$ cat config.mk
export PLATFORM = sky130hd
export DESIGN_NAME = mwc_ctrl
export DESIGN_NICKNAME = d
export VERILOG_FILES = /design/src/mwc_pkg.sv /design/src/mwc_ctrl.sv
export SDC_FILE = /design/constraint.sdc
export NUM_CORES = 1
export LEC_CHECK = 0
export BUFFER_PORTS_ARGS = -buffer_cell sky130_fd_sc_hd__buf_2
export CAP_MARGIN = 40
export CELL_PAD_IN_SITES_DETAIL_PLACEMENT = 0
export CELL_PAD_IN_SITES_GLOBAL_PLACEMENT = 2
export CORE_AREA = 8 8 45 47
export CTS_CLUSTER_DIAMETER = 200
export DETAILED_ROUTE_END_ITERATION = 16
export DIE_AREA = 0 0 53 55
export GPL_TIMING_DRIVEN = 0
export PLACE_DENSITY_LB_ADDON = 0.1
export RECOVER_POWER = 25
export SETUP_SLACK_MARGIN = 0.05
export SYNTH_ARGS = -nofsm -noshare
export SYNTH_HDL_FRONTEND = slang
export SYNTH_SLANG_ARGS = --single-unit
$ cat constraint.sdc
create_clock -name clk_i -period 2.84 [get_ports clk_i]
set_input_delay 0.142 -clock clk_i [delete_from_list [all_inputs] [get_ports clk_i]]
set_output_delay 0.142 -clock clk_i [all_outputs]
set_load 0.005 [all_outputs]
$ cat src/mwc_pkg.sv
// Shared constants and controller/datapath interface types for the
// lag-4691 multiply-with-carry generator. No dependencies.
package mwc_pkg;

  localparam int unsigned LAG     = 4691;
  localparam int unsigned IDX_W   = $clog2(LAG);
  localparam int unsigned CNT_W   = $clog2(LAG + 1);
  localparam int unsigned DATA_W  = 32;
  localparam int unsigned CARRY_W = 14;

  localparam logic [DATA_W-1:0] CNG_MUL = 32'd69069;
  localparam logic [DATA_W-1:0] CNG_ADD = 32'd123;

  localparam int unsigned MWC_SHIFT = 13;
  localparam int unsigned HI_SHIFT  = 19;

  localparam int unsigned XS_A = 13;
  localparam int unsigned XS_B = 17;
  localparam int unsigned XS_C = 5;

  localparam logic OP_DRAW = 1'b0;
  localparam logic OP_SEED = 1'b1;

  // controller to datapath
  typedef struct packed {
    logic seed_load;   // latch seeds, clear fill counter
    logic fill;        // one fill step
    logic draw_read;   // advance position, read table word
    logic draw_write;  // update word and carry, load result
  } cmd_t;

  // datapath to controller
  typedef struct packed {
    logic fill_done;   // this fill step writes the last entry
  } sts_t;

endpackage

$ cat src/mwc_ctrl.sv
// Sequencer for seed and draw items of the multiply-with-carry generator.
// Depends on mwc_pkg for the command and status types.
module mwc_ctrl import mwc_pkg::*; (
  input  logic clk_i,
  input  logic rst_ni,
  input  logic in_valid_i,
  input  logic in_op_i,
  output logic in_ready_o,
  output logic out_valid_o,
  input  logic out_ready_i,
  output cmd_t cmd_o,
  input  sts_t sts_i
);

  typedef enum logic [2:0] {
    ST_IDLE = 3'b001,
    ST_FILL = 3'b010,
    ST_WR   = 3'b100
  } state_e;

  state_e state_q, state_d;
  logic   out_valid_q, out_valid_d;
  logic   accept;

  assign in_ready_o  = (state_q == ST_IDLE);
  assign accept      = in_valid_i && in_ready_o;
  assign out_valid_o = out_valid_q;

  always_comb begin
    state_d = state_q;
    cmd_o   = '0;
    unique case (state_q)
      ST_IDLE: begin
        if (accept) begin
          if (in_op_i == OP_SEED) begin
            cmd_o.seed_load = 1'b1;
            state_d         = ST_FILL;
          end else begin
            cmd_o.draw_read = 1'b1;
            state_d         = ST_WR;
          end
        end
      end
      ST_FILL: begin
        cmd_o.fill = 1'b1;
        if (sts_i.fill_done) begin
          state_d = ST_IDLE;
        end
      end
      ST_WR: begin
        // hold the word until the result register is free
        if (!out_valid_q || out_ready_i) begin
          cmd_o.draw_write = 1'b1;
          state_d          = ST_IDLE;
        end
      end
      default: begin
        state_d = ST_IDLE;
      end
    endcase
  end

  always_comb begin
    out_valid_d = out_valid_q;
    if (cmd_o.draw_write) begin
      out_valid_d = 1'b1;
    end else if (out_ready_i) begin
      out_valid_d = 1'b0;
    end
  end

  always_ff @(posedge clk_i or negedge rst_ni) begin
    if (!rst_ni) begin
      state_q     <= ST_IDLE;
      out_valid_q <= 1'b0;
    end else begin
      state_q     <= state_d;
      out_valid_q <= out_valid_d;
    end
  end

  a_write_sets_valid: assert property (@(posedge clk_i) disable iff (!rst_ni)
    cmd_o.draw_write |=> out_valid_q)
    else $error("result valid not set after draw write");

  a_valid_rise_from_wr: assert property (@(posedge clk_i) disable iff (!rst_ni)
    $rose(out_valid_q) |-> $past(state_q == ST_WR))
    else $error("result valid rose outside draw write");

  a_fill_exit: assert property (@(posedge clk_i) disable iff (!rst_ni)
    (state_q == ST_FILL && sts_i.fill_done) |=> state_q == ST_IDLE)
    else $error("fill did not end after last entry");

endmodule

==> summary.txt <==
Gr ovfl total - 0
Vias in the first global route - 257
CP Launch Type - register
Status - complete, no violations
MaxCap Viol Count - 0
Setup_tns - 0 ns
Synth Area per Inst - 10.5 um^2
Part of the Yosys area used for sequential elements - 44.0%
Die area - 0.00292 mm^2
Slew at the pin with the worst max-slew slack - 0.198 ns
Routed wire length - 682 um
PwrDens - 559 mW/mm^2
Diodes inserted - 0
Synth Instances - 22
CTS clk-pin slew, worst paths - 0.04 ns
IO Pins - 12
Drt via density - 4.15
Endpoint class of the critical path - output port
Crit path arrival time - 1.43 ns
Worst Path Max Fanout - 6
Hold Path Class - in -> reg
Commonest cells after routing, fill and taps aside - buf_2, inv_1, clkbuf_4, dfrtp_1
Post-route ant nets - 0
Antenna violations before repair - 0
Root Buffer - clkbuf_4
Buffers added on ports - 11
Post-CTS sizing - 0
Fin crit period - 1.57 ns
Number of DRC markers in iteration 0 - 2
Sequential cell area - 101 um^2
Seq cells post-synth - 4
Critical Path RT - 2.70 ns
H-tree depth reported by CTS - 1
Final-report hold violation count - 0
Residual DRC count - 0
First-pass GRT wire length - 1100 um
DP Wirelength - 538 um
Most common cell after layout, fill and taps aside - buf_2
Area grow syn2layout - 47.8%
CP Class - reg -> out
Routed length per instance - 12.6 um
CTS buffer count - 3
Worst vdd rail ir drop - 222 uV
Max-slew headroom at the worst pin - 86.8%
Layout cells sized above 1 - 42.1%
CORE AREA - 0.00138 mm^2
Drt pass-1 iters - 2
Final Max Tran Viols - 0
Clock sinks - 4
Width of the die - 53 um
Tcrit/Tclk final - 55.4%
Row Count - 14
Via count - 224
CTS Buffer Depth - 2
YS warnings - 0
Number of fill cells - 157
Synth Net Count - 28
Area occupied by multi-input gates - 110 um^2
Largest net degree at the start of global routing - 8
Final Util - 24.6%
Final nets - 45
Skew final - 0.00249 ns
Later-pin clock latency in the skew report - 0.23 ns
Die Y - 55 um
RePlAce Congestion - 0.652
Post-synthesis instance area - 230 um^2
Peak Freq - 635 MHz
RSZ-0062 raised after global routing - false
Total track usage - 5.21%
Initial core utilization - 16.6%
# setup viols final - 0
Synth cell types - 14
CTS tree - done
Leakage - 0.165 nW
state kept, by name, indices dropped and copies added (netlist names):
signal	flops
out_valid_o	1
state_q	3
layout make-up:
cell class | count | share of cell area [%]
multi-input cells | 14 | 32.4
inverters | 3 | 3.31
repair buffers | 12 | 18.8
well taps | 16 | 5.88
flip-flops and latches | 4 | 29.8
plain buffers | 1 | 2.21
clock buffers | 4 | 7.72
report_power, final:
part / switching [mW] / internal, mW / total [mW]
Combinational: 0.0158 / 0.0218 / 0.0376
Sequential: 0.0103 / 0.0660 / 0.0763
Clock: 0.0236 / 0.0527 / 0.0763
Total: 0.0497 / 0.141 / 0.190
routing by layer:
metal | up-vias | GRT usage, % | part of all wire [%]
met5 | - | 0 | 0
met4 | 0 | 5.17 | 0
met3 | 0 | 1.07 | 3.2
met2 | 5 | 8.20 | 50
met1 | 107 | 5.67 | 46
li1 | 112 | - | -
critical path: stages (launching register included):
cell and delay [ns]:
dfrtp_1 0.42, or3b_1 0.43, a21oi_1 0.14, buf_4 0.11, buf_2 0.10
cells in the mapped netlist:
cell type  n  area, um^2
o311a_1    1        10.0
nand4bb_2  1        16.3
or4bb_1    2        22.5
or4b_1     1        10.0
o21ai_0    1        5.00
or3b_1     1        8.76
nor2_1     2        7.51
nor3b_1    2        15.0
inv_1      3        11.3
dfstp_2    1        26.3
buf_4      1        7.51
o21ai_1    1        5.00
a21oi_1    2        10.0
dfrtp_1    3        75.1
stage by stage:
step / power, mW / cell area (um^2) / std cells / setup slack, ns / hold slack (ns)
CTS: 0.197 / 342 / 54 / 1.25 / 0.160
detailed placement: 0.115 / 305 / 49 / 1.51 / -0.0523
finish: 0.190 / 340 / 54 / 1.27 / 0.162
floorplan: 0.0942 / 230 / 22 / 1.68 / -0.154
global placement: 0.114 / 305 / 49 / 1.51 / -0.0525
global route: 0.209 / 340 / 54 / 1.19 / 0.191
logic make-up (layout without fill, tap and decap cells):
logic type             after synthesis  after routing  synth area share [%]
AO/OA/AOI/OAI                        5              5                  13.0
flip-flops                           4              4                  44.0
AND/OR/NAND/NOR                      9              9                  34.8
buffers and inverters                4             20                  8.15
path summary, 6_finish.rpt:
path	endpoint	slack [ns]	cells after the start	start
min in group asynchronous	state_q[1]	0.27	2	rst_ni
hold reg to reg	state_q[2]	0.52	1	state_q[1]
max in group asynchronous	state_q[0]	2.33	2	rst_ni
setup reg to reg	state_q[0]	1.61	2	state_q[1]
setup / recovery	cmd_o[0]	1.27	4	state_q[1]
hold / removal	out_valid_o	0.16	2	out_ready_i
timing repair:
item | in CTS | in global routing
hold buffers | 1 | 0
setup buffers | 0 | 0
hold endpoints to repair | 4 | 0
Note: power is estimated with default switching activity, not from simulation.
